[config.mk]
export PLATFORM = sky130hd
export DESIGN_NAME = jme_ram
export DESIGN_NICKNAME = d
export VERILOG_FILES = /design/src/sv/jme_ram.sv
export SDC_FILE = /design/constraint.sdc
export NUM_CORES = 1
export LEC_CHECK = 0
export CAP_MARGIN = 20
export CORE_MARGIN = 2
export CORE_UTILIZATION = 44
export CTS_BUF_LIST = sky130_fd_sc_hd__clkbuf_16
export DETAILED_ROUTE_END_ITERATION = 10
export DONT_BUFFER_PORTS = 1
export GPL_ROUTABILITY_DRIVEN = 0
export SYNTH_ARGS = -nofsm -noshare
export SYNTH_HDL_FRONTEND = slang
export SYNTH_SLANG_ARGS = --single-unit
[constraint.sdc]
create_clock -name aclk -period 3.6 [get_ports aclk]
set_clock_uncertainty 0.1 [all_clocks]
set_input_delay 0.72 -clock aclk [delete_from_list [all_inputs] [get_ports aclk]]
set_output_delay 0.72 -clock aclk [all_outputs]
set_load 0.005 [all_outputs]
[src/sv/jme_ram.sv]
`timescale 1ns / 1ps
// jme_ram: generic simple dual port ram, one write port, registered read
// no dependencies

module jme_ram #(
    parameter int WIDTH = 32,
    parameter int DEPTH = 32
) (
    input  logic                     aclk,
    input  logic                     we,
    input  logic [$clog2(DEPTH)-1:0] waddr,
    input  logic [WIDTH-1:0]         wdata,
    input  logic [$clog2(DEPTH)-1:0] raddr,
    output logic [WIDTH-1:0]         rdata
);
    logic [WIDTH-1:0] mem [DEPTH];

    // write port and registered read
    always_ff @(posedge aclk) begin
        if (we) begin
            mem[waddr] <= wdata;
        end
        rdata <= mem[raddr];
    end
endmodule

==> impl_metrics.csv <==
group,metric,value,unit
run_status,violations,"max-slew violations",
synth,synth_area_leaders,"edfxtp_1, mux2i_1, a22oi_1",
synth,yosys.area.top_type,"edfxtp_1",
clock_tree,post_cts_resized,0,
synth,synthMuxAreaShare,12.7,%
floorplanning,start_util,44.3,%
setup_path,crit_start,"raddr[0]",
clock_tree,cts_hold_buf,0,
global_route,grt_pass1_vias,20300,
synth,synthFlopType,"edfxtp_1",
synth,synth-seq-cells,1056,
sta,clock.fmax,0.340,GHz
place,post_dp_cell_area,42300,um^2
power_and_ir_drop,peakVddDrop,0.351,mV
power_and_ir_drop,clkPwrFrac,41.9,%
detailed_routing,ant_nets,0,
setup_path,crit_family,"multiplexers",
synth,synthTopCellsByCount,"edfxtp_1, mux2i_1, nand2_1, nand3_1",
place,portBuffers,0,
sta,slew_violations,205,
sta,rsz0062_at_grt,"false",
finish,nFillCells,7366,
clock_tree,clk_latency,0.66,ns
sta,post-route-period-util,81.7,%
power_and_ir_drop,pwr-share-seq,54.6,%
sta,fin_crit,2.94,ns
clock_tree,clock_sinks,1056,
power_and_ir_drop,netSwitchingPower,0.00502,W
synth,synth_top_family_by_area,"multiplexers",
finish,nNetsFinal,2363,
synth,yosys.area_share.adder,0,%
finish,antenna-diode-count,0,
power_and_ir_drop,comb_power_share,3.5,%
floorplanning,die_area,94500,um^2
setup_path,worstSetupPathType,"in -> reg",
detailed_routing,wire_per_inst,27.0,um
power_and_ir_drop,p_leak,15.8,nW
setup_path,worstPathArrival,3.33,ns
sta,setup_viol,0,
setup_path,path_common_cell,"nand3_1",
synth,synth_xor_area_share,0,%
setup_path,crit_path_cell_trace,"mux2i_1 -> a22oi_1 -> nand3_1 -> nand3_1",
finish,area_delta_synth_final,12.6,%
clock_tree,cts_tree,"yes",
synth,synth_cell_types,25,
sta,holdWs,0.0507,ns
place,place_hpwl,53.6,mm
min_path,hold_path.class,"in -> reg",
global_route,grt_use_total,20.3,%
power_and_ir_drop,p_int,0.0202,W
setup_path,start_kind,"input pin",
detailed_routing,dr.pass1.iters,5,
synth,synth_compound_area_share,4.85,%
setup_path,crit_required,3.99,ns
floorplanning,dieHeight,307,um
detailed_routing,wirelength,96.9,mm
clock_tree,numCtsBuffers,102,
power_and_ir_drop,p_per_area,552,nW/um^2
setup_path,r2r_slack,1.97,ns
synth,synth_top_cell_area_share,76.0,%
run,maxCapViolations,0,
detailed_routing,via_per_inst,5.71,
synth,synth_area,40500,um^2
detailed_routing,vias,20500,
detailed_routing,drtIter0Drc,2132,
sta,hold_viol_final,0,
clock_tree,cts.htree.levels,3,
floorplanning,rows,111,
synth,synth.most_common_cell,"edfxtp_1",
power_and_ir_drop,finalPower,0.0252,W
global_route,antenna_found_initial,2,
finish,drive_above_1_share,11.2,%
detailed_routing,route.detailed.drc,0,
synth,yosysWarnings,0,
setup_path,r2r-start,"mem[4][10]$_DFFE_PP_",
global_route,grt_pass1_wl,140,mm
setup_path,critical_path_buf_inv_count,0,
synth,yosys.area_share.simple,3.10,%
global_route,overflow,0,
clock_tree,clk_pin_slew,0.06,ns
floorplanning,boundaryPins,76,
sta,final.setup.worst_slack,0.658,ns
setup_path,cpPeakStageDelay,0.88,ns
sta,worst-slew-pin-transition,2.36,ns
floorplanning,die_x,307,um
synth,synth_edf_count,1024,
setup_path,worstPathMaxFanout,512,
sta,totalNegativeSetupSlack,0,ns
min_path,min_from,"wdata[28]",
synth,async_flop_share,0,%
power_and_ir_drop,p_sw_share,20.0,%
global_route,grt_start_max_net_pins,513,
clock_tree,cts_root_buffer,"clkbuf_16",
synth,synthCells,2260,
setup_path,crit_slowest_cell,"mux2i_1",
setup_path,worstSetupEndpointType,"flip-flop",
run_status,status,"finished, violations left",
synth,syn-num-nets,2304,
place,preCtsSetupSlack,0.740,ns
synth,syn_avg_cell_area,17.9,um^2
clock_tree,cts_setup_buffers,0,
floorplanning,core,91400,um^2
synth,yosysSeqAreaShare,77.5,%
finish,design_area,45600,um^2
sta,relSlewSlack,-57.2,%
clock_tree,max-clock-path-buffers,3,
[logic make-up (layout without fill, tap and decap cells)]
| group | Yosys count | in the layout |
|---|---|---|
| DFF | 1056 | 1056 |
| muxes | 512 | 512 |
| AOI/OAI and AO/OA | 288 | 288 |
| and+or+nand+nor | 277 | 277 |
| buffers and inverters | 127 | 273 |
[state kept, by name, indices dropped and copies added, names as in the netlist]
register  count
mem        1024
rdata        32
[final timing paths]
check,endpoint,cells past startpoint
worst max-delay path,rdata[24]$_DFF_P_,4
worst min-delay path,mem[11][28]$_DFFE_PP_,0
worst max register to register,rdata[10]$_DFF_P_,5
worst min register to register,rdata[4]$_DFF_P_,4
[layer usage]
metal / vias to the layer above / global-route usage (%) / part of all wire, %
met4: 0 / 5.23 / 2.0
met1: 10600 / 27.3 / 42
met3: 127 / 4.01 / 6.7
met5: - / 0 / 0
met2: 686 / 34.0 / 49
li1: 9086 / - / -
[metrics by stage]
stage	instances	utilization, %
finish	3592	49.9
global route	3592	49.9
CTS	3592	49.9
detailed placement	3401	46.3
global placement	3400	46.2
floorplan	2260	-
[area by class of cell]
type / instances / area [um^2] / share of cell area (%)
Sequential cell: 1056 / 31400 / 68.8
Clock inverter: 87 / 722 / 1.58
Timing Repair Buffer: 82 / 791 / 1.73
Clock buffer: 104 / 2600 / 5.71
Multi-Input combinational cell: 1077 / 8610 / 18.9
Tap cell: 1186 / 1480 / 3.25
[worst reg2reg max path, stage by stage (launching register included)]
cell	delay, ns
edfxtp_1	0.38
mux2i_1	0.16
a22o_1	0.16
nor3_1	0.07
a31oi_1	0.33
nand3_1	0.24
[power by group through the flow]
stage	registers [W]	logic (W)	clock network, W
finish	0.0138	0.000882	0.0105
global placement	0.0140	0.000848	0
floorplan	0.0140	0.000706	0
global route	0.0138	0.000909	0.0112
CTS	0.0138	0.000856	0.0107
detailed placement	0.0140	0.000853	0
[cells in the final DEF, fill, tap and decap left out, types with 32 or more instances in the layout]
| master | instances |
|---|---|
| dfxtp_1 | 32 |
| nor2_4 | 33 |
| clkbuf_16 | 104 |
| nand2_1 | 97 |
| mux2i_1 | 512 |
| a22oi_1 | 96 |
| nand3_1 | 98 |
| buf_4 | 68 |
| nor3_1 | 32 |
| a31oi_1 | 32 |
| a22o_1 | 64 |
| a21oi_1 | 96 |
| edfxtp_1 | 1024 |
Power figures use the tool's default switching activity.
