<file path="src/sv/jme_sqrt.sv">
`timescale 1ns / 1ps
// jme_sqrt: 64-bit integer square root, two radicand bits per cycle
// no package dependencies

module jme_sqrt (
    input  logic        aclk,
    input  logic        aresetn,
    input  logic        start,
    input  logic [63:0] radicand,
    output logic        busy,
    output logic        done,
    output logic [31:0] root
);
    logic        busy_reg, busy_next;
    logic        done_reg, done_next;
    logic [4:0]  cnt_reg, cnt_next;
    logic [63:0] v_reg, v_next;
    logic [63:0] r_reg, r_next;
    logic [63:0] bit_reg, bit_next;
    logic [63:0] trial;

    // digit-by-digit step
    always_comb begin
        busy_next = busy_reg;
        done_next = 1'b0;
        cnt_next  = cnt_reg;
        v_next    = v_reg;
        r_next    = r_reg;
        bit_next  = bit_reg;
        trial     = r_reg + bit_reg;
        if (busy_reg) begin
            if (v_reg >= trial) begin
                v_next = v_reg - trial;
                r_next = (r_reg >> 1) + bit_reg;
            end else begin
                r_next = r_reg >> 1;
            end
            bit_next = bit_reg >> 2;
            cnt_next = cnt_reg - 1'b1;
            if (cnt_reg == '0) begin
                busy_next = 1'b0;
                done_next = 1'b1;
            end
        end else if (start) begin
            busy_next = 1'b1;
            cnt_next  = 5'd31;
            v_next    = radicand;
            r_next    = '0;
            bit_next  = 64'h4000_0000_0000_0000;
        end
    end

    always_ff @(posedge aclk) begin
        if (!aresetn) begin
            busy_reg <= 1'b0;
            done_reg <= 1'b0;
        end else begin
            busy_reg <= busy_next;
            done_reg <= done_next;
        end
        cnt_reg <= cnt_next;
        v_reg   <= v_next;
        r_reg   <= r_next;
        bit_reg <= bit_next;
    end

    assign busy = busy_reg;
    assign done = done_reg;
    assign root = r_reg[31:0];
endmodule

</file>
<file path="config.mk">
export PLATFORM = sky130hd
export DESIGN_NAME = jme_sqrt
export DESIGN_NICKNAME = d
export VERILOG_FILES = /design/src/sv/jme_sqrt.sv
export SDC_FILE = /design/constraint.sdc
export NUM_CORES = 1
export LEC_CHECK = 0
export ABC_CLOCK_PERIOD_IN_PS = 9500
export BUFFER_PORTS_ARGS = -buffer_cell sky130_fd_sc_hd__buf_2
export CORE_ASPECT_RATIO = 0.7
export CORE_MARGIN = 2
export CORE_UTILIZATION = 40
export DETAILED_ROUTE_END_ITERATION = 10
export PLACE_DENSITY_LB_ADDON = 0.15
export REMOVE_ABC_BUFFERS = 1
export SYNTH_ARGS = -nofsm -noshare
export SYNTH_HDL_FRONTEND = slang
export SYNTH_SLANG_ARGS = --single-unit
</file>
<file path="constraint.sdc">
create_clock -name aclk -period 9.5 [get_ports aclk]
set_clock_uncertainty 0.15 [all_clocks]
set_input_delay 1.9 -clock aclk [delete_from_list [all_inputs] [get_ports aclk]]
set_output_delay 1.9 -clock aclk [all_outputs]
set_load 0.05 [all_outputs]
</file>
==> results.cfg <==
[outcome]
status = completed

[cts]
numCtsBuffers = 17
cts-root-buf = clkbuf_16
htree_num_levels = 4
cts_max_path_buffers = 2
clkSlewWorstSetupHoldPaths_ns = 0.07
hold_buffers = 0
cts_tree = built
ctsResizeCount = 0
clock_latency_ns = 0.47
cts_setup_buffers = 0
cts.sinks = 167

[hold_path]
whs_endpoint = bit_reg[62]
whs_path_depth = 2
min_path_type = reg2reg
worstHoldStart = bit_reg[62]

[yosys]
synthCells = 1861
ys.flop_type = edfxtp_1
synth_top_area_cell = edfxtp_1
async_flop_share_pct = 0
synth_cell_type_count = 79
ys_warn_count = 0
ys_seq_area_share_pct = 30.9
yosys-top-cells-area = edfxtp_1 (31%), ha_1 (10%), a21oi_1 (4.4%)
synth_area_um2 = 16100
avgSynthCellArea_um2 = 8.67
yosysTopAreaCellShare_pct = 30.5
synth_edf_count = 164
ys_ff_latch = 167

[setup_path]
worstSetupEndpointType = flip-flop
required_ns = 9.45
reg2reg_from = r_reg[8]
critPathKind = reg2reg
worstPathMaxFanout = 36
worstPathArrival_ns = 6.98
regToRegEndpoint = v_reg[17]
startpoint_type = flip-flop
r2r_slack_ns = 2.48
r2r_cells = 19

[floorplan]
start_util_pct = 40.6
num_io_pins = 101
die_w_um = 244
core_area_um2 = 39800
row_count = 61
die_h_um = 172
die_area_um2 = 42000

[drt]
drtAntennaViolNets = 0
via_count = 14600
dr.pass1.iters = 5
routed_wl_um = 50300
wire_per_inst_um = 20.8
avgViaCountPerCell = 6.03
drt_iter0_drc = 1485
drc = 0

[pwr]
p_total_uw = 5700
peakVddDrop_v = 0.000148
leakagePower_uw = 0.00649
power_density_nw_per_um2 = 330

[sta]
fin_crit_sh_pct = 73.9
finalSetupViolations = 0
setup_ws_ns = 2.48
worst_pin_slew_ns = 1.01
finalCriticalPeriod_ns = 7.02
fmax_mhz = 142
slew_headroom_pct = 32.5
rsz0062_at_grt = false
hold_viol_final = 0
setup_tns_ns = 0
drv_slew = 0

[finish]
areaGrowthSynthToFinish_pct = 7.18
fillers = 3948
stdcell_count = 2412
finish.instance_area_um2 = 17300
layout-drive-gt1-share_pct = 12.5
multi_input_area_um2 = 10300
antenna_cells = 0
layout_commonest_cell = nand2_1
nets = 2063
final_cell_mix = nand2_1 (174), edfxtp_1 (164), nor2_1 (147)
seqCellArea_um2 = 4990

[grt]
antenna_found_initial = 1
grt.total_usage_pct = 23.7
grt_max_degree = 66
grt_pass1_vias = 13200
overflow = 0
grt_pass1_wl_um = 77200

[place]
gp_congestion = 0.942
io_buffers = 100
dp_hpwl_um = 38800
dpl-instance-area_um2 = 16800
place_inst = 2380
post-place-ws_ns = 2.61

[run]
max-cap-violations = 0
area by class of cell:
| type | instances | area share (%) |
|---|---|---|
| sequential | 167 | 28.8 |
| clock inverter | 11 | 0.528 |
| tap | 535 | 3.87 |
| multi-input combinational | 1512 | 59.7 |
| timing repair buffer | 108 | 3.24 |
| clock buffer | 21 | 2.55 |
| inverter | 58 | 1.26 |
metal layers:
| metal | track usage [%] | part of all wire, % | wire, um | vias up |
|---|---|---|---|---|
| met5 | 0 | 0 | 0 | - |
| met4 | 5.59 | 1.5 | 775 | 0 |
| met3 | 3.80 | 7.0 | 3510 | 38 |
| met2 | 30.8 | 37 | 18800 | 536 |
| met1 | 39.1 | 54 | 27200 | 6983 |
| li1 | - | - | - | 6997 |
synth_stat cells (all sizes together), types with 44 or more instances:
master,instances
a21oi,142
a31oi,66
and2,47
buf,56
clkbuf,68
edfxtp,164
ha,131
inv,58
mux2,44
nand2,175
nand4,63
nor2,147
o21ai,98
xnor2,79
xor2,79
stage by stage:
| stage | utilization [%] | hold slack, ns |
|---|---|---|
| after floorplan | - | 0.330 |
| after global placement | 42.1 | 0.371 |
| after detailed placement | 42.1 | 0.395 |
| after CTS | 43.5 | 0.404 |
| after global routing | 43.5 | 0.424 |
| final | 43.5 | 0.397 |
kinds of logic after synthesis:
group | count (synthesis) | share of synthesized area [%]
adders and majority gates | 132 | 10.3
muxes | 44 | 3.07
xor gates and xnor gates | 158 | 8.58
DFF | 167 | 30.9
buffers and inverters | 182 | 5.21
AOI/OAI and AO/OA | 578 | 23.7
and+or+nand+nor | 600 | 18.2
worst max path at each step:
stage	startpoint	endpoint	depth (start not counted)
floorplan	r_reg[0]	v_reg[0]	18
global placement	r_reg[8]	v_reg[3]	19
detailed placement	r_reg[8]	v_reg[62]	19
CTS	r_reg[8]	v_reg[4]	19
global route	r_reg[14]	r_reg[7]	20
finish	r_reg[8]	v_reg[17]	19
where the power goes:
| group | internal [uW] | total, uW | leakage [uW] | switching (uW) |
|---|---|---|---|---|
| Clock | 340 | 675 | 0.000251 | 334 |
| Sequential | 1120 | 1370 | 0.00172 | 247 |
| Combinational | 1360 | 3660 | 0.00452 | 2300 |
| Total | 2820 | 5700 | 0.00649 | 2890 |
critical path, cell delays in order (launching register included):
cell and delay (ns):
edfxtp_1 0.53, ha_1 0.44, nand4_1 0.16, nor3_1 0.23
o211ai_1 0.16, a21oi_1 0.28, o2111ai_1 0.20, a41oi_1 0.56
a31o_2 0.32, o21a_1 0.18, o211ai_1 0.17, ha_1 0.51
nand4_1 0.16, or3_1 0.45, nor4_1 0.30, o211ai_1 0.20
and2_1 0.23, buf_4 0.27, a21boi_4 0.61, buf_4 0.52
No activity file was read; power rests on OpenSTA's default activity.
