<file path="config.mk">
export PLATFORM = sky130hd
export DESIGN_NAME = jme_div
export DESIGN_NICKNAME = d
export VERILOG_FILES = /design/src/sv/jme_pkg.sv /design/src/sv/jme_div.sv
export SDC_FILE = /design/constraint.sdc
export NUM_CORES = 1
export LEC_CHECK = 0
export BUFFER_PORTS_ARGS = -buffer_cell sky130_fd_sc_hd__buf_4
export CAP_MARGIN = 30
export CELL_PAD_IN_SITES_DETAIL_PLACEMENT = 0
export CELL_PAD_IN_SITES_GLOBAL_PLACEMENT = 2
export CORE_ASPECT_RATIO = 0.9
export CORE_UTILIZATION = 36
export DETAILED_ROUTE_END_ITERATION = 12
export PLACE_DENSITY_LB_ADDON = 0.1
export SLEW_MARGIN = 20
export SYNTH_ARGS = -nofsm -noshare
export SYNTH_HDL_FRONTEND = slang
export SYNTH_SLANG_ARGS = --single-unit
</file>
<file path="constraint.sdc">
create_clock -name aclk -period 7.5 [get_ports aclk]
set_clock_uncertainty 0.1 [all_clocks]
set_input_delay 0.75 -clock aclk [delete_from_list [all_inputs] [get_ports aclk]]
set_output_delay 0.75 -clock aclk [all_outputs]
set_load 0.005 [all_outputs]
</file>
<file path="src/sv/jme_pkg.sv">
`timescale 1ns / 1ps
// jme_pkg: shared constants for the jackknife mean error estimator
// no dependencies

package jme_pkg;
    localparam int MAX_SAMPLES = 4096;
    localparam int MAX_BLOCKS  = 32;
    localparam int SAMPLE_AW   = $clog2(MAX_SAMPLES);
    localparam int CNT_W       = SAMPLE_AW + 1;
    localparam int BLK_AW      = $clog2(MAX_BLOCKS);
    localparam int BCNT_W      = 6;
    localparam int DIV_NUM_W   = 64;
    localparam int DIV_DEN_W   = CNT_W;

    localparam logic [1:0] KIND_EST = 2'd0;
    localparam logic [1:0] KIND_UNB = 2'd1;
    localparam logic [1:0] KIND_SUB = 2'd2;

    localparam logic REG_BLOCK_COUNT = 1'b0;
    localparam logic REG_UNBIASED    = 1'b1;
endpackage

</file>
<file path="src/sv/jme_div.sv">
`timescale 1ns / 1ps
// jme_div: unsigned restoring divider, one quotient bit per cycle
// depends on jme_pkg

module jme_div (
    input  logic                           aclk,
    input  logic                           aresetn,
    input  logic                           start,
    input  logic [jme_pkg::DIV_NUM_W-1:0]  num,
    input  logic [jme_pkg::DIV_DEN_W-1:0]  den,
    output logic                           busy,
    output logic                           done,
    output logic [jme_pkg::DIV_NUM_W-1:0]  quo,
    output logic [jme_pkg::DIV_DEN_W-1:0]  rem
);
    import jme_pkg::*;

    localparam int STEP_W = $clog2(DIV_NUM_W);

    logic                  busy_reg, busy_next;
    logic                  done_reg, done_next;
    logic [STEP_W-1:0]     cnt_reg, cnt_next;
    logic [DIV_NUM_W-1:0]  quo_reg, quo_next;
    logic [DIV_DEN_W:0]    rem_reg, rem_next;
    logic [DIV_DEN_W-1:0]  den_reg, den_next;
    logic [DIV_DEN_W:0]    trial;

    // one restoring step per cycle
    always_comb begin
        busy_next = busy_reg;
        done_next = 1'b0;
        cnt_next  = cnt_reg;
        quo_next  = quo_reg;
        rem_next  = rem_reg;
        den_next  = den_reg;
        trial     = {rem_reg[DIV_DEN_W-1:0], quo_reg[DIV_NUM_W-1]};
        if (busy_reg) begin
            if (trial >= {1'b0, den_reg}) begin
                rem_next = trial - {1'b0, den_reg};
                quo_next = {quo_reg[DIV_NUM_W-2:0], 1'b1};
            end else begin
                rem_next = trial;
                quo_next = {quo_reg[DIV_NUM_W-2:0], 1'b0};
            end
            cnt_next = cnt_reg - 1'b1;
            if (cnt_reg == '0) begin
                busy_next = 1'b0;
                done_next = 1'b1;
            end
        end else if (start) begin
            busy_next = 1'b1;
            cnt_next  = STEP_W'(DIV_NUM_W - 1);
            quo_next  = num;
            rem_next  = '0;
            den_next  = den;
        end
    end

    always_ff @(posedge aclk) begin
        if (!aresetn) begin
            busy_reg <= 1'b0;
            done_reg <= 1'b0;
        end else begin
            busy_reg <= busy_next;
            done_reg <= done_next;
        end
        cnt_reg <= cnt_next;
        quo_reg <= quo_next;
        rem_reg <= rem_next;
        den_reg <= den_next;
    end

    assign busy = busy_reg;
    assign done = done_reg;
    assign quo  = quo_reg;
    assign rem  = rem_reg[DIV_DEN_W-1:0];
endmodule

</file>
==> impl_metrics.ini, run 1 <==
[sta]
clock.fmax_ghz = 0.329
setup_viol = 0
hold_viol_final = 0
fin_crit_ps = 3040
post-route-period-util = 0.405
maxSlewViolCount = 0
whs_ps = 474
tns_ps = 0
worst_pin_slew_ps = 946
rsz0062_at_grt = no
max-slew-margin-rel = 0.370

[global_routing]
grt_usage = 0.175
grt_max_degree = 78
grt_antenna_before_repair = 0
grt_pass1_vias = 3469
grt-ovfl-total = 0
grt_first_pass_wirelength_um = 18000

[placement]
hpwlAfterDp_um = 8310
gp_congestion = 0.756
io_buffers = 158

[min_path]
worstHoldPathCells = 1
hp-start = den[0]
whs_endpoint = den_reg[0]
hp-class = primary input to flop

[synth]
avgSynthCellArea_um2 = 13.9
yosys-top-cells-area = edfxtp_1, mux2_2, ha_1
async_reset_ff_frac = 0
synth-seq-cells = 98
synth_edf_count = 96
synth_top_area_frac = 0.599
synthCells = 345
yosys.area.top_type = edfxtp_1
syn-num-nets = 441
synth_area_um2 = 4810
ys_seq_area_frac = 0.608
synth_cell_types = 47
synth_warnings = 0
ys.flop_type = edfxtp_1

[floorplan]
core-area_um2 = 12900
die_h_um = 112
io_pins = 159
row_count = 39
start_util = 0.373
die_w_um = 124
die_area_um2 = 13800

[detailed_routing]
dr.pass1.iters = 4
post_drt_wl_per_cell_um = 17.3
wl_um = 11600
via_per_inst = 5.00
vias = 3368
drcViolationCount = 0
drt-initial-drc-count = 168
final_antenna_net_count = 0

[cts]
clock_latency_ps = 350
numCtsBuffers = 9
root_buffer = clkbuf_16
htree_levels = 3
cts_sinks = 98
cts.clk_slew.worst_paths_ps = 70
tritoncts = built
ctsResizeCount = 0
cts-hold-fix-buffers = 0
clock_tree.buffer_depth = 2
postCtsSetupBuffers = 0

[power_and_ir_drop]
peakVddDrop_mv = 0.147
total_power_uw = 1510
powerDensity_nw_per_um2 = 234
p_leak_uw = 0.00265

[critical_path]
rr_worst_depth = 10
r2r_end = rem_reg[2]
cp_max_fo = 12
cpPeakStageDelay_ps = 430
cp_num_buf_inv = 2
crit_chain = inv_1, ha_1, inv_1, fa_1, a211oi_1, o21ai_0, a21oi_1, a21o_1, nand2_1, a211oi_1
worst-setup-path-type = flop to flop
crit_family = compound AO/OA/AOI/OAI gates
rrSetupSlack_ps = 4460
critPathArrivalTime_ps = 3110
worstPathRequired_ps = 7570
end_kind = flop
r2r-start = quo[63]
crit_slowest_cell = a21o_1
startpoint_type = flop

[cells_and_area]
fill_cells = 1190
nets = 601
register_area_um2 = 2920
areaGrowthSynthToFinish_pct = 34.1
multi_input_area_um2 = 1740
antennaDiodeCount = 0
largest_reg_flops = 64
drive_gt1_frac = 0.486
layout_commonest_cell = buf_4
fin_util = 0.501
final_cell_mix = buf_4, edfxtp_1, mux2_2, inv_1, a21oi_1

[run_status]
outcome = finished, final reports clean

[flow_run]
cap_violations = 0
-- through the flow --
step	worst slack, ps	cells	area, um^2
after floorplan	4920	345	4810
after global placement	4540	658	6160
after detailed placement	4430	658	6160
after CTS	4410	674	6450
after global routing	4220	674	6450
final	4460	674	6450
-- worst max-delay path by stage --
stage            start  cells past startpoint    endpoint
6_report       quo[63]                     10  rem_reg[2]
5_1_grt        quo[63]                     10  rem_reg[0]
4_1_cts        quo[63]                     10  rem_reg[2]
3_5_place_dp   quo[63]                     10  rem_reg[2]
3_3_place_gp   quo[63]                     10  rem_reg[0]
2_1_floorplan  quo[63]                     10      quo[0]
-- per-layer routing --
layer,GRT usage,routed length [um],up-vias
met5,0,0,-
met4,0.0651,197,0
met3,0.0830,1080,11
met2,0.264,5370,99
met1,0.217,5010,1635
li1,-,-,1623
-- cell families (layout without fill, tap and decap cells) --
group	after synthesis	in the layout	synth area share
mux	63	63	0.147
flops	98	98	0.608
compound gates	61	61	0.0845
buf+inv	34	199	0.0317
simple gates	62	62	0.0655
xor+xnor	11	11	0.0200
fa+ha+maj	16	16	0.0432
-- synthesized netlist by cell type (3+ instances only) --
cell type  number
edfxtp_1       96
mux2_2         63
inv_1          21
a21oi_1        18
ha_1           15
nand2_1        14
nand3_1        13
o21ai_0        13
nor2_1         11
xnor2_1         9
nor3_1          7
a211oi_1        6
buf_1           5
a21o_1          4
and3_1          4
clkbuf_1        4
nor2b_1         3
-- power breakdown --
group	switching (uW)	internal [uW]	total [uW]
clock network	206	258	464
registers	33.4	672	706
logic	160	182	342
total	399	1110	1510
-- layout make-up --
class / instances / area share
Clock buffer: 11 / 0.0361
Inverter: 21 / 0.0122
Clock inverter: 5 / 0.00854
Multi-Input combinational cell: 213 / 0.269
Sequential cell: 98 / 0.453
Tap cell: 164 / 0.0318
Timing Repair Buffer: 162 / 0.189
Power figures use the tool's default switching activity.
==> inputs of run 2 (changes only) <==
--- a/config.mk
+++ b/config.mk
@@ -5,12 +5,13 @@
 export SDC_FILE = /design/constraint.sdc
 export NUM_CORES = 1
 export LEC_CHECK = 0
+export ABC_AREA = 1
 export BUFFER_PORTS_ARGS = -buffer_cell sky130_fd_sc_hd__buf_4
 export CAP_MARGIN = 30
 export CELL_PAD_IN_SITES_DETAIL_PLACEMENT = 0
 export CELL_PAD_IN_SITES_GLOBAL_PLACEMENT = 2
 export CORE_ASPECT_RATIO = 0.9
-export CORE_UTILIZATION = 36
+export CORE_UTILIZATION = 30
 export DETAILED_ROUTE_END_ITERATION = 12
 export PLACE_DENSITY_LB_ADDON = 0.1
 export SLEW_MARGIN = 20
==> constraint.sdc (replaced) <==
create_clock -name aclk -period 2.94 [get_ports aclk]
set_clock_uncertainty 0.1 [all_clocks]
set_input_delay 0.294 -clock aclk [delete_from_list [all_inputs] [get_ports aclk]]
set_output_delay 0.294 -clock aclk [all_outputs]
set_load 0.005 [all_outputs]
==> run 2 against run 1 <==
Net effect: wire length increased by 11%; die area grew 23%; final area increased by 3.8%; fmax grew 21%; setup slack lost 4000 ps; synthesized area up 3.2%; total power rose to 2.5 times the previous value; largest cell class unchanged; highest routed layer unchanged; combinational power rose to 2.7 times the previous value; register-to-register slack worse by 4000 ps.
==> impl_metrics.ini, run 2 <==
[global_routing]
grt_first_pass_wirelength_um = 20200
grt_antenna_before_repair = 2
grt-ovfl-total = 0
grt_usage = 0.159
grt_pass1_vias = 3910
grt_max_degree = 82

[critical_path]
critPathArrivalTime_ps = 2510
worstPathRequired_ps = 2950
cp_num_cells = 14
end_kind = flop
crit_chain = inv_1, ha_1, inv_1, fa_1, nand2_1, nand2_1, nand3_1, nand2_2, nand2_2, nand3_4, nand2_1, nand2_1, nand2_1, inv_1
crit_family = simple AND/OR/NAND/NOR gates
cp_num_buf_inv = 3
crit_slowest_cell = edfxtp_1
cpPeakStageDelay_ps = 410
rrSetupSlack_ps = 440
startpoint_type = flop
cp_max_fo = 24
worst-setup-path-type = flop to flop
rr_worst_depth = 14
worst_path_most_repeated_cell = nand2_1

[placement]
pre_cts_ws_ps = 413
gp_congestion = 0.776
hpwlAfterDp_um = 8770
io_buffers = 158

[detailed_routing]
via_per_inst = 4.37
dr.pass1.iters = 4
final_antenna_net_count = 0
post_drt_wl_per_cell_um = 13.9
wl_um = 12900
vias = 4071
drt-initial-drc-count = 223
drcViolationCount = 0

[min_path]
hp-class = primary input to flop
worstHoldPathCells = 1

[sta]
hold_viol_final = 0
clock.fmax_ghz = 0.400
fin_crit_ps = 2500
maxSlewViolCount = 0
tns_ps = 0
worst_pin_slew_ps = 899
post-route-period-util = 0.851
rsz0062_at_grt = no
max-slew-margin-rel = 0.401
setup_viol = 0
setup_slack_ps = 438

[synth]
synth_cell_types = 29
yosys.area.top_type = edfxtp_1
synth_area_um2 = 4960
avgSynthCellArea_um2 = 8.90
syn-num-nets = 654
yosys-top-cells-area = edfxtp_1, nand2_1, inv_1
synth_edf_count = 96
synth-seq-cells = 98
synth_most_common_cell = nand2_1
async_reset_ff_frac = 0
ys.flop_type = edfxtp_1
synth_warnings = 0
netlist_top_cells_count = nand2_1, edfxtp_1, inv_1
synthCells = 558
ys_seq_area_frac = 0.589
synth_top_area_frac = 0.581

[cts]
cts_sinks = 98
htree_levels = 3
clock_tree.buffer_depth = 2
root_buffer = clkbuf_16
numCtsBuffers = 9
clock_latency_ps = 350
tritoncts = built
ctsResizeCount = 0
cts.clk_slew.worst_paths_ps = 70

[cells_and_area]
fill_cells = 1700
layout_commonest_cell = nand2_1
largest_reg_flops = 64
final_cell_mix = nand2_1, buf_4, edfxtp_1, inv_1, nor2_1
areaGrowthSynthToFinish_pct = 34.9
drive_gt1_frac = 0.268
nets = 814

[flow_run]
cap_violations = 0

[power_and_ir_drop]
peakVddDrop_mv = 0.287
p_leak_uw = 0.00329
powerDensity_nw_per_um2 = 573

[run_status]
outcome = finished, final reports clean

[floorplan]
die_area_um2 = 17100
die_w_um = 138
start_util = 0.308
core-area_um2 = 16100
io_pins = 159
die_h_um = 124
row_count = 44
==> run 2: changes by cell type in the layout (fill, tap and decap cells not counted), sizes merged, moves of 8 or more <==
| cell | change |
|---|---|
| xnor2 | -8 |
| mux2 | -63 |
| nand2 | +261 |
| a21oi | -10 |
| nor2 | +29 |
| inv | +35 |
| nand3 | +11 |
==> run 2: final timing paths <==
kind / from / end
worst max-delay path: quo[63] / rem_reg[9]
worst min-delay path: den[10] / den_reg[10]
worst max register to register: quo[63] / rem_reg[9]
worst min register to register: quo[26] / quo[27]
==> run 2: through the flow <==
stage	hold WS, ps	std cells	instance area, um^2	util	power (uW)
after floorplan	293	558	4970	-	2350
after global placement	373	909	6380	0.395	2770
after detailed placement	374	909	6380	0.395	2770
after CTS	2.77	928	6670	0.413	3910
after global routing	2.20	932	6690	0.415	4090
final	21.2	932	6690	0.415	3830
==> run 2: final cells by class <==
type                    count  area [um^2]  area share
clock buffers              12          236      0.0353
diodes                      2         5.00    0.000748
multi-input cells         387         1760       0.263
repair buffers            167         1280       0.191
well taps                 207          259      0.0387
flip-flops and latches     98         2920       0.437
inverters                  55          206      0.0308
clock inverters             4         26.3     0.00393
==> run 2: repair_timing <==
item                      in CTS  in global routing
hold endpoints to repair       3                  2
hold buffers                   3                  2
buffers inserted               0                  0
==> run 2: logic make-up after synthesis <==
| logic type | synth area share |
|---|---|
| simple gates | 0.281 |
| flops | 0.589 |
| buf+inv | 0.0585 |
| compound gates | 0.0242 |
| fa+ha+maj | 0.0418 |
| xor+xnor | 0.00529 |
==> run 2: routing by layer <==
metal  up-vias  part of all wire  global-route usage
li1       2105                 -                   -
met1      1856              0.45               0.200
met2        99              0.46               0.246
met3        11             0.085              0.0720
met4         0             0.010              0.0433
met5         -                 0                   0
==> run 2: worst register-to-register path, cell delays in order (launching register included) <==
cell and delay, ps:
edfxtp_1 410, inv_1 80, ha_1 130, inv_1 70
fa_1 400, nand2_1 100, nand2_1 70, nand3_1 90
nand2_2 80, nand2_2 90, nand3_4 260, nand2_1 220
nand2_1 70, nand2_1 60, inv_1 30
==> run 2: report_power, final <==
group,switching (uW),internal (uW)
combinational,502,412
clock,533,576
sequential,91.6,1720
total,1130,2710
